`src/rtl/ccss_pkg.sv`:
```
// Package for the CPU clock switch sequencer: command codes, register
// selects, masks and the controller/datapath command and status structs.
package ccss_pkg;

   localparam int TableDepthDefault = 16;
   localparam int DivLimitDefault   = 8;

   localparam logic [1:0] KIND_LOAD = 2'd0;
   localparam logic [1:0] KIND_PRE  = 2'd1;
   localparam logic [1:0] KIND_POST = 2'd2;
   localparam logic [1:0] KIND_SET  = 2'd3;

   localparam logic [1:0] CMD_WRITE      = 2'd0;
   localparam logic [1:0] CMD_WAIT_ZERO  = 2'd1;
   localparam logic [1:0] CMD_WAIT_FIELD = 2'd2;

   localparam logic [2:0] REG_SRC    = 3'd0;
   localparam logic [2:0] REG_STAT   = 3'd1;
   localparam logic [2:0] REG_DIV0   = 3'd2;
   localparam logic [2:0] REG_DIV1   = 3'd3;
   localparam logic [2:0] REG_DSTAT0 = 3'd4;
   localparam logic [2:0] REG_DSTAT1 = 3'd5;

   localparam logic [1:0] ST_OK       = 2'd0;
   localparam logic [1:0] ST_NOT_FOUND = 2'd1;
   localparam logic [1:0] ST_SATURATED = 2'd2;

   localparam logic [31:0] RATIO0_MASK  = 32'h7;
   localparam logic [31:0] MUX_ALT_BIT  = 32'h0001_0000;
   localparam int          MUX_HPM_POS  = 20;
   localparam logic [31:0] HPM_DIV_MASK = 32'h77;

   // Which value a write command carries.
   typedef enum logic [2:0] {
      VAL_ZERO     = 3'd0,
      VAL_SAFE_DIV0 = 3'd1,
      VAL_SRC_ALT  = 3'd2,
      VAL_SRC_MAIN = 3'd3,
      VAL_DIV0     = 3'd4,
      VAL_DIV1     = 3'd5,
      VAL_DIV0_CLR = 3'd6
   } val_sel_type;

   // Controller to datapath.
   typedef struct packed {
      logic        capture;     // latch the accepted word
      logic        search_start;
      logic        search_step;
      logic        div_start;
      logic        load_row;
      logic        emit;        // load the output register
      logic [1:0]  cmd_kind;
      logic [2:0]  reg_select;
      val_sel_type val_sel;
      logic [2:0]  field_value;
      logic        not_found;   // emit the not-found word
      logic        last;
   } ctl_cmd_type;

   // Datapath to controller.
   typedef struct packed {
      logic [1:0] kind;
      logic       search_done;
      logic       found;
      logic       div_done;
      logic       need_safe;
      logic       out_busy;
   } dp_stat_type;

endpackage

```
`src/rtl/ccss_datapath.sv`:
```
// Datapath of the CPU clock switch sequencer: row table, search counter,
// restoring divider for the safe divider and the output register.
// Depends on ccss_pkg.
module ccss_datapath #(
   parameter int TABLE_DEPTH = ccss_pkg::TableDepthDefault,
   parameter int DIV_LIMIT   = ccss_pkg::DivLimitDefault
) (
   input  logic                 clock,
   input  logic                 reset,
   input  logic [1:0]           in_kind,
   input  logic [3:0]           in_row_index,
   input  logic [31:0]          in_row_rate,
   input  logic [27:0]          in_row_div0,
   input  logic [11:0]          in_row_div1,
   input  logic [31:0]          in_target_rate,
   input  logic [31:0]          in_present_rate,
   input  logic [31:0]          in_alt_rate,
   input  logic [31:0]          in_cur_src,
   input  logic [31:0]          in_cur_div0,
   input  logic [31:0]          in_cur_div1,
   input  ccss_pkg::ctl_cmd_type cmd,
   output ccss_pkg::dp_stat_type stat,
   output logic                 out_valid,
   input  logic                 out_ready,
   output logic [1:0]           out_cmd_kind,
   output logic [2:0]           out_reg_select,
   output logic [31:0]          out_write_value,
   output logic [2:0]           out_wait_field_value,
   output logic [1:0]           out_status,
   output logic                 out_last
);
   localparam int IdxW = (TABLE_DEPTH > 1) ? $clog2(TABLE_DEPTH) : 1;
   localparam int CntW = $clog2(TABLE_DEPTH + 1);

   // Captured item
   logic [1:0]  kind_ff;
   logic [31:0] target_rate_ff, present_rate_ff, alt_rate_ff, src_ff, div0c_ff, div1c_ff;

   always_ff @(posedge clock) begin
      if (reset) begin
         kind_ff <= ccss_pkg::KIND_LOAD;
      end else if (cmd.capture) begin
         kind_ff <= in_kind;
      end
   end

   always_ff @(posedge clock) begin
      if (cmd.capture) begin
         target_rate_ff  <= in_target_rate;
         present_rate_ff <= in_present_rate;
         alt_rate_ff     <= in_alt_rate;
         src_ff          <= in_cur_src;
         div0c_ff        <= in_cur_div0;
         div1c_ff        <= in_cur_div1;
      end
   end

   // Row table; rates have valid bits so reset reads as terminator
   logic [31:0] rate_mem [TABLE_DEPTH];
   logic [27:0] diva_mem [TABLE_DEPTH];
   logic [11:0] divb_mem [TABLE_DEPTH];
   logic [TABLE_DEPTH-1:0] valid_ff;
   logic        row_ok;
   logic [IdxW-1:0] widx;

   assign row_ok = ({28'd0, in_row_index} < 32'(TABLE_DEPTH));
   assign widx   = IdxW'(in_row_index);

   always_ff @(posedge clock) begin
      if (reset) begin
         valid_ff <= '0;
      end else if (cmd.load_row && row_ok) begin
         valid_ff[widx] <= 1'b1;
      end
   end

   always_ff @(posedge clock) begin
      if (cmd.load_row && row_ok) begin
         rate_mem[widx] <= in_row_rate;
         diva_mem[widx] <= in_row_div0;
         divb_mem[widx] <= in_row_div1;
      end
   end

   // Search: one registered row read per step
   logic [CntW-1:0] sidx_ff;
   logic [31:0] rd_rate_ff;
   logic [27:0] rd_diva_ff;
   logic [11:0] rd_divb_ff;
   logic        rd_valid_ff, rd_pend_ff, sdone_ff, found_ff;
   logic [27:0] hit_diva_ff;
   logic [11:0] hit_divb_ff;

   always_ff @(posedge clock) begin
      if (sidx_ff < CntW'(TABLE_DEPTH)) begin
         rd_rate_ff <= rate_mem[sidx_ff[IdxW-1:0]];
         rd_diva_ff <= diva_mem[sidx_ff[IdxW-1:0]];
         rd_divb_ff <= divb_mem[sidx_ff[IdxW-1:0]];
      end
   end

   always_ff @(posedge clock) begin
      if (reset) begin
         sidx_ff     <= '0;
         rd_pend_ff  <= 1'b0;
         rd_valid_ff <= 1'b0;
         sdone_ff    <= 1'b0;
         found_ff    <= 1'b0;
      end else if (cmd.search_start) begin
         sidx_ff     <= '0;
         rd_pend_ff  <= 1'b0;
         sdone_ff    <= 1'b0;
         found_ff    <= 1'b0;
      end else if (cmd.search_step && !sdone_ff) begin
         if (!rd_pend_ff) begin
            // issue read of current row
            if (sidx_ff >= CntW'(TABLE_DEPTH)) begin
               sdone_ff <= 1'b1;
            end else begin
               rd_valid_ff <= valid_ff[sidx_ff[IdxW-1:0]];
               rd_pend_ff  <= 1'b1;
            end
         end else begin
            rd_pend_ff <= 1'b0;
            if (!rd_valid_ff || rd_rate_ff == 32'd0) begin
               sdone_ff <= 1'b1;
            end else if (rd_rate_ff == target_rate_ff) begin
               sdone_ff <= 1'b1;
               found_ff <= 1'b1;
            end else begin
               sidx_ff <= sidx_ff + CntW'(1);
            end
         end
      end
   end

   always_ff @(posedge clock) begin
      if (cmd.search_step && rd_pend_ff) begin
         hit_diva_ff <= rd_diva_ff;
         hit_divb_ff <= rd_divb_ff;
      end
   end

   // Restoring divider: (alt-1)/old, one quotient bit per cycle
   logic [31:0] quo_ff, rem_ff, dvd_ff;
   logic [5:0]  dcnt_ff;
   logic        dbusy_ff, ddone_ff;
   logic [32:0] trial;

   assign trial = {rem_ff, dvd_ff[31]} - {1'b0, present_rate_ff};

   always_ff @(posedge clock) begin
      if (reset) begin
         dbusy_ff <= 1'b0;
         ddone_ff <= 1'b0;
         dcnt_ff  <= '0;
      end else if (cmd.div_start) begin
         dbusy_ff <= 1'b1;
         ddone_ff <= 1'b0;
         dcnt_ff  <= 6'd32;
      end else if (dbusy_ff) begin
         dcnt_ff <= dcnt_ff - 6'd1;
         if (dcnt_ff == 6'd1) begin
            dbusy_ff <= 1'b0;
            ddone_ff <= 1'b1;
         end
      end
   end

   always_ff @(posedge clock) begin
      if (cmd.div_start) begin
         dvd_ff <= alt_rate_ff - 32'd1;
         rem_ff <= '0;
         quo_ff <= '0;
      end else if (dbusy_ff) begin
         dvd_ff <= {dvd_ff[30:0], 1'b0};
         if (!trial[32]) begin
            rem_ff <= trial[31:0];
            quo_ff <= {quo_ff[30:0], 1'b1};
         end else begin
            rem_ff <= {rem_ff[30:0], dvd_ff[31]};
            quo_ff <= {quo_ff[30:0], 1'b0};
         end
      end
   end

   logic        need_safe, sat;
   logic [2:0]  sd;
   logic [1:0]  run_status;
   assign need_safe = alt_rate_ff > present_rate_ff;
   assign sat = (present_rate_ff == 32'd0) || (quo_ff >= 32'(DIV_LIMIT));
   assign sd  = sat ? 3'(DIV_LIMIT - 1) : quo_ff[2:0];
   assign run_status = (need_safe && sat) ? ccss_pkg::ST_SATURATED : ccss_pkg::ST_OK;

   // Write values
   logic [31:0] div0_val, div1_val, row_div1;
   assign row_div1 = {20'd0, hit_divb_ff};
   assign div0_val = {4'd0, hit_diva_ff} | (need_safe ? {29'd0, sd} : 32'd0);
   assign div1_val = src_ff[ccss_pkg::MUX_HPM_POS]
      ? ((div1c_ff & ccss_pkg::HPM_DIV_MASK) | (row_div1 & ~ccss_pkg::HPM_DIV_MASK))
      : row_div1;

   logic [31:0] val;
   always_comb begin
      unique case (cmd.val_sel)
         ccss_pkg::VAL_SAFE_DIV0: val = (div0c_ff & ~ccss_pkg::RATIO0_MASK) | {29'd0, sd};
         ccss_pkg::VAL_SRC_ALT:   val = src_ff | ccss_pkg::MUX_ALT_BIT;
         ccss_pkg::VAL_SRC_MAIN:  val = src_ff & ~ccss_pkg::MUX_ALT_BIT;
         ccss_pkg::VAL_DIV0:      val = div0_val;
         ccss_pkg::VAL_DIV1:      val = div1_val;
         ccss_pkg::VAL_DIV0_CLR:  val = div0c_ff & ~ccss_pkg::RATIO0_MASK;
         default:                 val = 32'd0;
      endcase
   end

   // Output register
   logic        ovalid_ff;
   logic [1:0]  okind_ff, ost_ff;
   logic [2:0]  oreg_ff, ofld_ff;
   logic [31:0] oval_ff;
   logic        olast_ff;

   always_ff @(posedge clock) begin
      if (reset) begin
         ovalid_ff <= 1'b0;
      end else if (cmd.emit) begin
         ovalid_ff <= 1'b1;
      end else if (out_ready) begin
         ovalid_ff <= 1'b0;
      end
   end

   always_ff @(posedge clock) begin
      if (cmd.emit) begin
         okind_ff <= cmd.cmd_kind;
         oreg_ff  <= cmd.reg_select;
         oval_ff  <= val;
         ofld_ff  <= cmd.field_value;
         olast_ff <= cmd.last;
         if (cmd.not_found) begin
            ost_ff <= ccss_pkg::ST_NOT_FOUND;
         end else if (kind_ff == ccss_pkg::KIND_PRE) begin
            ost_ff <= run_status;
         end else begin
            ost_ff <= ccss_pkg::ST_OK;
         end
      end
   end

   assign out_valid            = ovalid_ff;
   assign out_cmd_kind         = okind_ff;
   assign out_reg_select       = oreg_ff;
   assign out_write_value      = oval_ff;
   assign out_wait_field_value = ofld_ff;
   assign out_status           = ost_ff;
   assign out_last             = olast_ff;

   assign stat.kind        = kind_ff;
   assign stat.search_done = sdone_ff;
   assign stat.found       = found_ff;
   assign stat.div_done    = ddone_ff;
   assign stat.need_safe   = need_safe;
   assign stat.out_busy    = ovalid_ff && !out_ready;
endmodule

```
`src/rtl/ccss_controller.sv`:
```
// Controller of the CPU clock switch sequencer: accepts words, steps the
// search and divider, and issues the command sequence. Depends on ccss_pkg.
module ccss_controller (
   input  logic                  clock,
   input  logic                  reset,
   input  logic                  in_valid,
   output logic                  in_ready,
   input  logic [1:0]            in_kind,
   input  ccss_pkg::dp_stat_type stat,
   output ccss_pkg::ctl_cmd_type cmd
);
   typedef enum logic [4:0] {
      S_IDLE   = 5'b00001,
      S_SEARCH = 5'b00010,
      S_DIV    = 5'b00100,
      S_EMIT   = 5'b01000,
      S_DIVGO  = 5'b10000
   } state_type;

   state_type state_ff, state_in;
   logic [2:0] step_ff, step_in;

   assign in_ready = (state_ff == S_IDLE);

   // Command for current step of the run
   typedef struct packed {
      logic [1:0]            kind;
      logic [2:0]            rsel;
      ccss_pkg::val_sel_type vsel;
      logic [2:0]            fld;
      logic                  nf;
      logic                  last;
      logic [2:0]            next;
   } entry_type;

   entry_type e;

   always_comb begin
      e = '{ccss_pkg::CMD_WRITE, ccss_pkg::REG_SRC, ccss_pkg::VAL_ZERO, 3'd0, 1'b0,
             1'b0, 3'd0};
      if (stat.kind == ccss_pkg::KIND_POST) begin
         if (step_ff == 3'd0) begin
            e = '{ccss_pkg::CMD_WRITE, ccss_pkg::REG_SRC, ccss_pkg::VAL_SRC_MAIN,
                  3'd0, 1'b0, 1'b0, 3'd1};
         end else begin
            e = '{ccss_pkg::CMD_WAIT_FIELD, ccss_pkg::REG_STAT, ccss_pkg::VAL_ZERO,
                  3'd1, 1'b0, 1'b1, 3'd0};
         end
      end else if (stat.kind == ccss_pkg::KIND_SET) begin
         if (step_ff == 3'd0) begin
            e = '{ccss_pkg::CMD_WRITE, ccss_pkg::REG_DIV0, ccss_pkg::VAL_DIV0_CLR,
                  3'd0, 1'b0, 1'b0, 3'd1};
         end else begin
            e = '{ccss_pkg::CMD_WAIT_ZERO, ccss_pkg::REG_DSTAT0, ccss_pkg::VAL_ZERO,
                  3'd0, 1'b0, 1'b1, 3'd0};
         end
      end else if (!stat.found) begin
         e = '{ccss_pkg::CMD_WRITE, ccss_pkg::REG_SRC, ccss_pkg::VAL_ZERO, 3'd0,
               1'b1, 1'b1, 3'd0};
      end else begin
         unique case (step_ff)
            3'd0: e = '{ccss_pkg::CMD_WRITE, ccss_pkg::REG_DIV0,
                        ccss_pkg::VAL_SAFE_DIV0, 3'd0, 1'b0, 1'b0, 3'd1};
            3'd1: e = '{ccss_pkg::CMD_WAIT_ZERO, ccss_pkg::REG_DSTAT0,
                        ccss_pkg::VAL_ZERO, 3'd0, 1'b0, 1'b0, 3'd2};
            3'd2: e = '{ccss_pkg::CMD_WRITE, ccss_pkg::REG_SRC,
                        ccss_pkg::VAL_SRC_ALT, 3'd0, 1'b0, 1'b0, 3'd3};
            3'd3: e = '{ccss_pkg::CMD_WAIT_FIELD, ccss_pkg::REG_STAT,
                        ccss_pkg::VAL_ZERO, 3'd2, 1'b0, 1'b0, 3'd4};
            3'd4: e = '{ccss_pkg::CMD_WRITE, ccss_pkg::REG_DIV0,
                        ccss_pkg::VAL_DIV0, 3'd0, 1'b0, 1'b0, 3'd5};
            3'd5: e = '{ccss_pkg::CMD_WAIT_ZERO, ccss_pkg::REG_DSTAT0,
                        ccss_pkg::VAL_ZERO, 3'd0, 1'b0, 1'b0, 3'd6};
            3'd6: e = '{ccss_pkg::CMD_WRITE, ccss_pkg::REG_DIV1,
                        ccss_pkg::VAL_DIV1, 3'd0, 1'b0, 1'b0, 3'd7};
            3'd7: e = '{ccss_pkg::CMD_WAIT_ZERO, ccss_pkg::REG_DSTAT1,
                        ccss_pkg::VAL_ZERO, 3'd0, 1'b0, 1'b1, 3'd0};
            default: e = '{ccss_pkg::CMD_WRITE, ccss_pkg::REG_SRC,
                        ccss_pkg::VAL_ZERO, 3'd0, 1'b0, 1'b0, 3'd0};
         endcase
      end
   end

   // Advance state
   always_comb begin
      state_in = state_ff;
      step_in  = step_ff;
      cmd      = '0;
      cmd.cmd_kind    = e.kind;
      cmd.reg_select  = e.rsel;
      cmd.val_sel     = e.vsel;
      cmd.field_value = e.fld;
      cmd.not_found   = e.nf;
      cmd.last        = e.last;
      unique case (state_ff)
         S_IDLE: begin
            if (in_valid) begin
               cmd.capture = 1'b1;
               step_in     = 3'd0;
               unique case (in_kind)
                  ccss_pkg::KIND_LOAD: cmd.load_row = 1'b1;
                  ccss_pkg::KIND_PRE: begin
                     cmd.search_start = 1'b1;
                     state_in = S_SEARCH;
                  end
                  default: state_in = S_EMIT;
               endcase
            end
         end
         S_SEARCH: begin
            cmd.search_step = 1'b1;
            if (stat.search_done) begin
               cmd.search_step = 1'b0;
               if (stat.found && stat.need_safe) begin
                  state_in = S_DIVGO;
               end else begin
                  state_in = S_EMIT;
                  step_in  = (stat.found) ? 3'd2 : 3'd0;
               end
            end
         end
         S_DIVGO: begin
            cmd.div_start = 1'b1;
            state_in = S_DIV;
         end
         S_DIV: begin
            if (stat.div_done) begin
               state_in = S_EMIT;
               step_in  = 3'd0;
            end
         end
         S_EMIT: begin
            if (!stat.out_busy) begin
               cmd.emit = 1'b1;
               step_in  = e.next;
               if (e.last) begin
                  state_in = S_IDLE;
               end
            end
         end
         default: state_in = S_IDLE;
      endcase
   end

   always_ff @(posedge clock) begin
      if (reset) begin
         state_ff <= S_IDLE;
         step_ff  <= 3'd0;
      end else begin
         state_ff <= state_in;
         step_ff  <= step_in;
      end
   end
endmodule

```
`src/rtl/cpu_clock_switch_sequencer.sv`:
```
// Channel | direction | tdata fields (low bit up)                          | tuser
// req     | in        | row_index,row_rate,row_div0,row_div1,target_rate,   | kind
//         |           | present_rate,alt_rate,cur_src,cur_div0,cur_div1 (268b)|
// rsp     | out       | reg_select,write_value,wait_field_value,status (40b)| cmd_kind; tlast=last
// Load words write one table row. A pre-change word searches the table one row
// at a time with a registered read per row, then, when the alternate rate is higher,
// runs a restoring divider (start, 32 steps, done), then emits up to 8 words,
// one per cycle when rsp_tready is high. Post and set-rate words emit two words.
// A new word is taken only once the run is fully issued; rsp stalls hold the
// controller.
// Reset is synchronous and clears the table valid bits and control state.
// Depends on ccss_pkg, ccss_controller, ccss_datapath.
module cpu_clock_switch_sequencer #(
   parameter int TABLE_DEPTH = ccss_pkg::TableDepthDefault,
   parameter int DIV_LIMIT   = ccss_pkg::DivLimitDefault
) (
   input  logic         clock,
   input  logic         reset,
   input  logic         req_tvalid,
   output logic         req_tready,
   input  logic [271:0] req_tdata,  // row_index, row_rate, row_div0, row_div1, target_rate,
                                    // present_rate, alt_rate, cur_src, cur_div0, cur_div1
   input  logic [1:0]   req_tuser,  // kind
   output logic         rsp_tvalid,
   input  logic         rsp_tready,
   output logic [39:0]  rsp_tdata,  // reg_select, write_value, wait_field_value, status
   output logic [1:0]   rsp_tuser,  // cmd_kind
   output logic         rsp_tlast
);
   ccss_pkg::ctl_cmd_type cmd;
   ccss_pkg::dp_stat_type stat;
   logic [2:0]  rsel, fld;
   logic [31:0] wval;
   logic [1:0]  st;

   ccss_controller u_ctl (
      .clock    (clock),
      .reset    (reset),
      .in_valid (req_tvalid),
      .in_ready (req_tready),
      .in_kind  (req_tuser),
      .stat     (stat),
      .cmd      (cmd)
   );

   ccss_datapath #(.TABLE_DEPTH(TABLE_DEPTH), .DIV_LIMIT(DIV_LIMIT)) u_dp (
      .clock                (clock),
      .reset                (reset),
      .in_kind              (req_tuser),
      .in_row_index         (req_tdata[3:0]),
      .in_row_rate          (req_tdata[35:4]),
      .in_row_div0          (req_tdata[63:36]),
      .in_row_div1          (req_tdata[75:64]),
      .in_target_rate       (req_tdata[107:76]),
      .in_present_rate      (req_tdata[139:108]),
      .in_alt_rate          (req_tdata[171:140]),
      .in_cur_src           (req_tdata[203:172]),
      .in_cur_div0          (req_tdata[235:204]),
      .in_cur_div1          (req_tdata[267:236]),
      .cmd                  (cmd),
      .stat                 (stat),
      .out_valid            (rsp_tvalid),
      .out_ready            (rsp_tready),
      .out_cmd_kind         (rsp_tuser),
      .out_reg_select       (rsel),
      .out_write_value      (wval),
      .out_wait_field_value (fld),
      .out_status           (st),
      .out_last             (rsp_tlast)
   );

   assign rsp_tdata = {st, fld, wval, rsel};

`ifndef SYNTHESIS
   // A stalled result stays put until it is taken.
   a_hold_stalled: assert property (@(posedge clock) disable iff (reset)
      (rsp_tvalid && !rsp_tready) |=> (rsp_tvalid && $stable(rsp_tdata)
         && $stable(rsp_tuser) && $stable(rsp_tlast)))
      else $error("stalled result changed");
   // Not-found result is always the last of its run.
   a_nf_last: assert property (@(posedge clock) disable iff (reset)
      (rsp_tvalid && rsp_tdata[39:38] == ccss_pkg::ST_NOT_FOUND) |-> rsp_tlast)
      else $error("not-found result without last");
`endif
endmodule

```
`config.mk`:
```
export PLATFORM = sky130hd
export DESIGN_NAME = cpu_clock_switch_sequencer
export DESIGN_NICKNAME = d
export VERILOG_FILES = /design/src/rtl/ccss_pkg.sv /design/src/rtl/ccss_datapath.sv /design/src/rtl/ccss_controller.sv /design/src/rtl/cpu_clock_switch_sequencer.sv
export SDC_FILE = /design/constraint.sdc
export NUM_CORES = 2
export LEC_CHECK = 0
export BUFFER_PORTS_ARGS = -buffer_cell sky130_fd_sc_hd__buf_2
export CAP_MARGIN = 0
export CORE_ASPECT_RATIO = 0.5
export CORE_MARGIN = 5
export CORE_UTILIZATION = 40
export CTS_CLUSTER_DIAMETER = 60
export DETAILED_ROUTE_END_ITERATION = 10
export GPL_TIMING_DRIVEN = 0
export PLACE_DENSITY = 0.65
export SYNTH_ARGS = -nofsm -noshare
export SYNTH_HDL_FRONTEND = slang
export SYNTH_SLANG_ARGS = --single-unit
```
`constraint.sdc`:
```
create_clock -name clock -period 9.5 [get_ports clock]
set_input_delay 0.95 -clock clock [delete_from_list [all_inputs] [get_ports clock]]
set_output_delay 0.95 -clock clock [all_outputs]
set_load 0.005 [all_outputs]
```
==> metrics.csv <==
metric,value,unit
Fillers,12786,
top cell type's share of synthesized area,71.6,%
vias in the first global route,33065,
CTS Buf Count,146,
layout cells sized above 1,26.3,%
syn_area_per_cell,19.9,um2
DRC viols,0,
CTS H-Tree Depth,4,
Netlist Area Pre-Place,0.0629,mm2
hold buffer count at cts,0,
Comb pwr share,5.9,%
CTS root buf,clkbuf_16,
Detailed Routing Iterations Pass 1,8,
Critical Path Stages,13,
Largest regs,"u_dp.rate_mem (512), u_dp.diva_mem (448), u_dp.divb_mem (192)",
antenna-violating nets left,0,
first-pass GRT wire length,227000,um
CP endpoint kind,flip-flop,
Initial Util,40.4,%
Sequential Power Share,53.7,%
Slew Limit Fails,0,
Port Buffer Count,287,
CP peak stage delay,740,ps
min Tclk post-route,3870,ps
Ports,323,
"Hold Vio Cnt, Final",0,
Reg with most FFs,u_dp.rate_mem,
Post-synth EDFFs,1499,
worst slew pin tran,1350,ps
"Req. time, crit path",9980,ps
slew margin rel.,9.10,%
Netlist cell types,73,
Iteration-0 DRC Markers,3668,
hold_ws,349,ps
post-detailed-route wirelength per cell,26.7,um
via count,32654,
Area Growth Syn to Fin,16.9,%
die area,0.166,mm2
cell family with most CP delay,simple AND/OR/NAND/NOR gates,
Worst Hold Class,in -> reg,
CP bufs+invs,6,
leakage,23.8,nW
number of flip-flops in the largest register,512,
final core occ,47.3,%
Die X,571,um
main area contributors after synthesis,"edfxtp_1, mux4_2, dfxtp_1, ha_1, xnor2_1",
"Top FF cell, synth",edfxtp_1,
asr flop ratio synth,0,%
Final GP Congestion,0.846,
CP endpoint,u_dp.rate_mem[4][17],
Mapped Cells,3156,
post-synthesis register bit count,1618,
overall power,0.0149,W
Final Setup Violations,0,
CP max-delay cell,nor3_2,
most frequent CP cell,buf_6,
global route overflow,0,
startpoint class of the critical path,flip-flop,
Routed WL,157000,um
Worst setup startpoint,u_ctl.state_ff[3],
R2R setup slack,5630,ps
nets,4028,
max cap viols,0,
Core ar.,0.155,mm2
FF-to-FF Start,u_ctl.state_ff[3],
CTS tree,yes,
Rows,102,
cell internal pwr,0.0117,W
vias per inst,5.54,
Synthesis Warnings,0,
post-synth top area cell,edfxtp_1,
Post-Place Cells,5610,
Max Clock Skew,48.5,ps
DP HPWL,107000,um
Post-CTS Setup Inserts,0,
Reg2Reg Depth,13,
CTS resizes,0,
largest net degree at the start of global routing,112,
post-synthesis sequential area ratio,75.4,%
syn nets,3506,
Setup TNS,0,ps
P_sw,0.00325,W
initial antenna violation count,42,
Total Routing Usage GR,18.8,%
fraction of the cycle the final worst path needs,40.8,%
Clock Power Share,40.4,%
Reg2Reg Capture Point,u_dp.rate_mem[4][17],
WP data arrival,4350,ps
critical path peak fanout,9,
Max VDD drop,179,uV
die height,290,um
RSZ-0062 raised after global routing,false,
Sw Ratio,21.8,%
"Clk pin slew, worst setup/hold paths",70,ps
maximum root-to-sink buffer count,3,
"Clk Latency, worst-skew pair",770,ps
Sink Count,1618,
Max Fclk,258,MHz
status,finished clean,
"Cell Chain, Critical Path","clkbuf_1, nor3_1, nand3b_1, inv_1, nand2_1, or2_2, nor2_1, nand2_1, nor3_2, buf_6, buf_6, buf_6, buf_6",
fin cells,5896,
Pwr Density,203,mW/mm2
kind of critical path,reg -> reg,
placed cells by master, fill, tap and decap left out, types with 73 or more instances in the layout:
cell	n
o21ai_0	82
edfxtp_1	1499
nand2_1	84
xnor2_1	77
nor2_1	141
mux4_2	365
buf_2	287
clkbuf_1	124
a21oi_1	73
dfxtp_1	119
clkbuf_16	150
worst min path at each step:
stage,from,endpoint,slack (ps),cells after the start
2_1_floorplan,u_dp.rd_diva_ff[0],u_dp.hit_diva_ff[0],400,0
3_3_place_gp,u_dp.rd_divb_ff[0],u_dp.hit_divb_ff[0],400,0
3_5_place_dp,u_dp.rd_divb_ff[0],u_dp.hit_divb_ff[0],410,0
4_1_cts,req_tdata[144],u_dp.alt_rate_ff[4],280,1
5_1_grt,req_tdata[130],u_dp.present_rate_ff[22],310,1
6_report,req_tdata[152],u_dp.alt_rate_ff[12],350,1
synthesized netlist by cell type, types with 3 or more instances:
library cell / count
a21o_1: 29
inv_1: 73
a31oi_1: 9
dfxtp_1: 119
nor4_1: 31
mux4_2: 365
nor2_1: 155
o211ai_1: 5
or2_2: 6
xor2_1: 18
a41oi_1: 3
nand3_1: 18
nand4_1: 26
o21ai_0: 82
nor2b_1: 10
o31ai_1: 3
a2111oi_0: 3
a21oi_1: 73
and2_1: 5
o22ai_1: 4
nand3b_1: 4
a211oi_1: 5
o21bai_1: 5
or4_1: 7
a22o_1: 5
ha_1: 71
mux2i_1: 64
mux2_2: 5
nor3_1: 35
o21ai_1: 13
nor3b_1: 3
buf_1: 36
edfxtp_1: 1499
buf_4: 5
a222oi_1: 27
o21a_1: 9
or3_1: 14
nand2b_1: 11
nand2_1: 85
and3_1: 4
xnor2_1: 77
clkbuf_1: 95
cell type report:
type                            instances  area [um2]  area share, %
Tap cell                             2080        2600           3.54
Inverter                               74         288          0.392
Clock inverter                         81         958           1.30
Clock buffer                          183        3920           5.33
Antenna cell                           22        55.1         0.0749
Buffer                                137         541          0.736
Sequential cell                      1618       47400           64.5
Multi-Input combinational cell       1327       14800           20.1
Timing Repair Buffer                  374        2920           3.98
stage by stage:
step,worst slack [ps],cell area [um2]
after floorplan,2060,62900
after global placement,-5190,66900
after detailed placement,5460,68500
after CTS,5490,73400
after global routing,5380,73400
final,5630,73500
per-layer routing:
metal / vias to the layer above / routed length [um] / global-route usage [%]
li1: 13986 / - / -
met1: 17124 / 63100 / 25.2
met2: 1287 / 79000 / 31.6
met3: 249 / 11300 / 3.54
met4: 8 / 3760 / 5.13
met5: - / 48 / 0
kinds of logic (layout without fill, tap and decap cells):
| family | after synthesis | count (layout) | share of synthesized area (%) |
|---|---|---|---|
| compound gates | 299 | 299 | 3.07 |
| other cells | 1 | 23 | 0.00597 |
| xor+xnor | 95 | 95 | 1.32 |
| mux | 436 | 436 | 14.2 |
| flops | 1618 | 1618 | 75.4 |
| simple gates | 424 | 424 | 3.23 |
| fa+ha+maj | 72 | 72 | 1.45 |
| buf+inv | 211 | 849 | 1.30 |
power by group through the flow:
stage | clock [W] | sequential [W] | combinational (W)
6_report | 0.00603 | 0.00802 | 0.000880
5_1_grt | 0.00644 | 0.00802 | 0.000973
4_1_cts | 0.00614 | 0.00802 | 0.000881
2_1_floorplan | 0 | 0.00815 | 0.000570
3_5_place_dp | 0 | 0.00817 | 0.000878
3_3_place_gp | 0 | 0.00819 | 0.000831
Power figures use the tool's default switching activity.
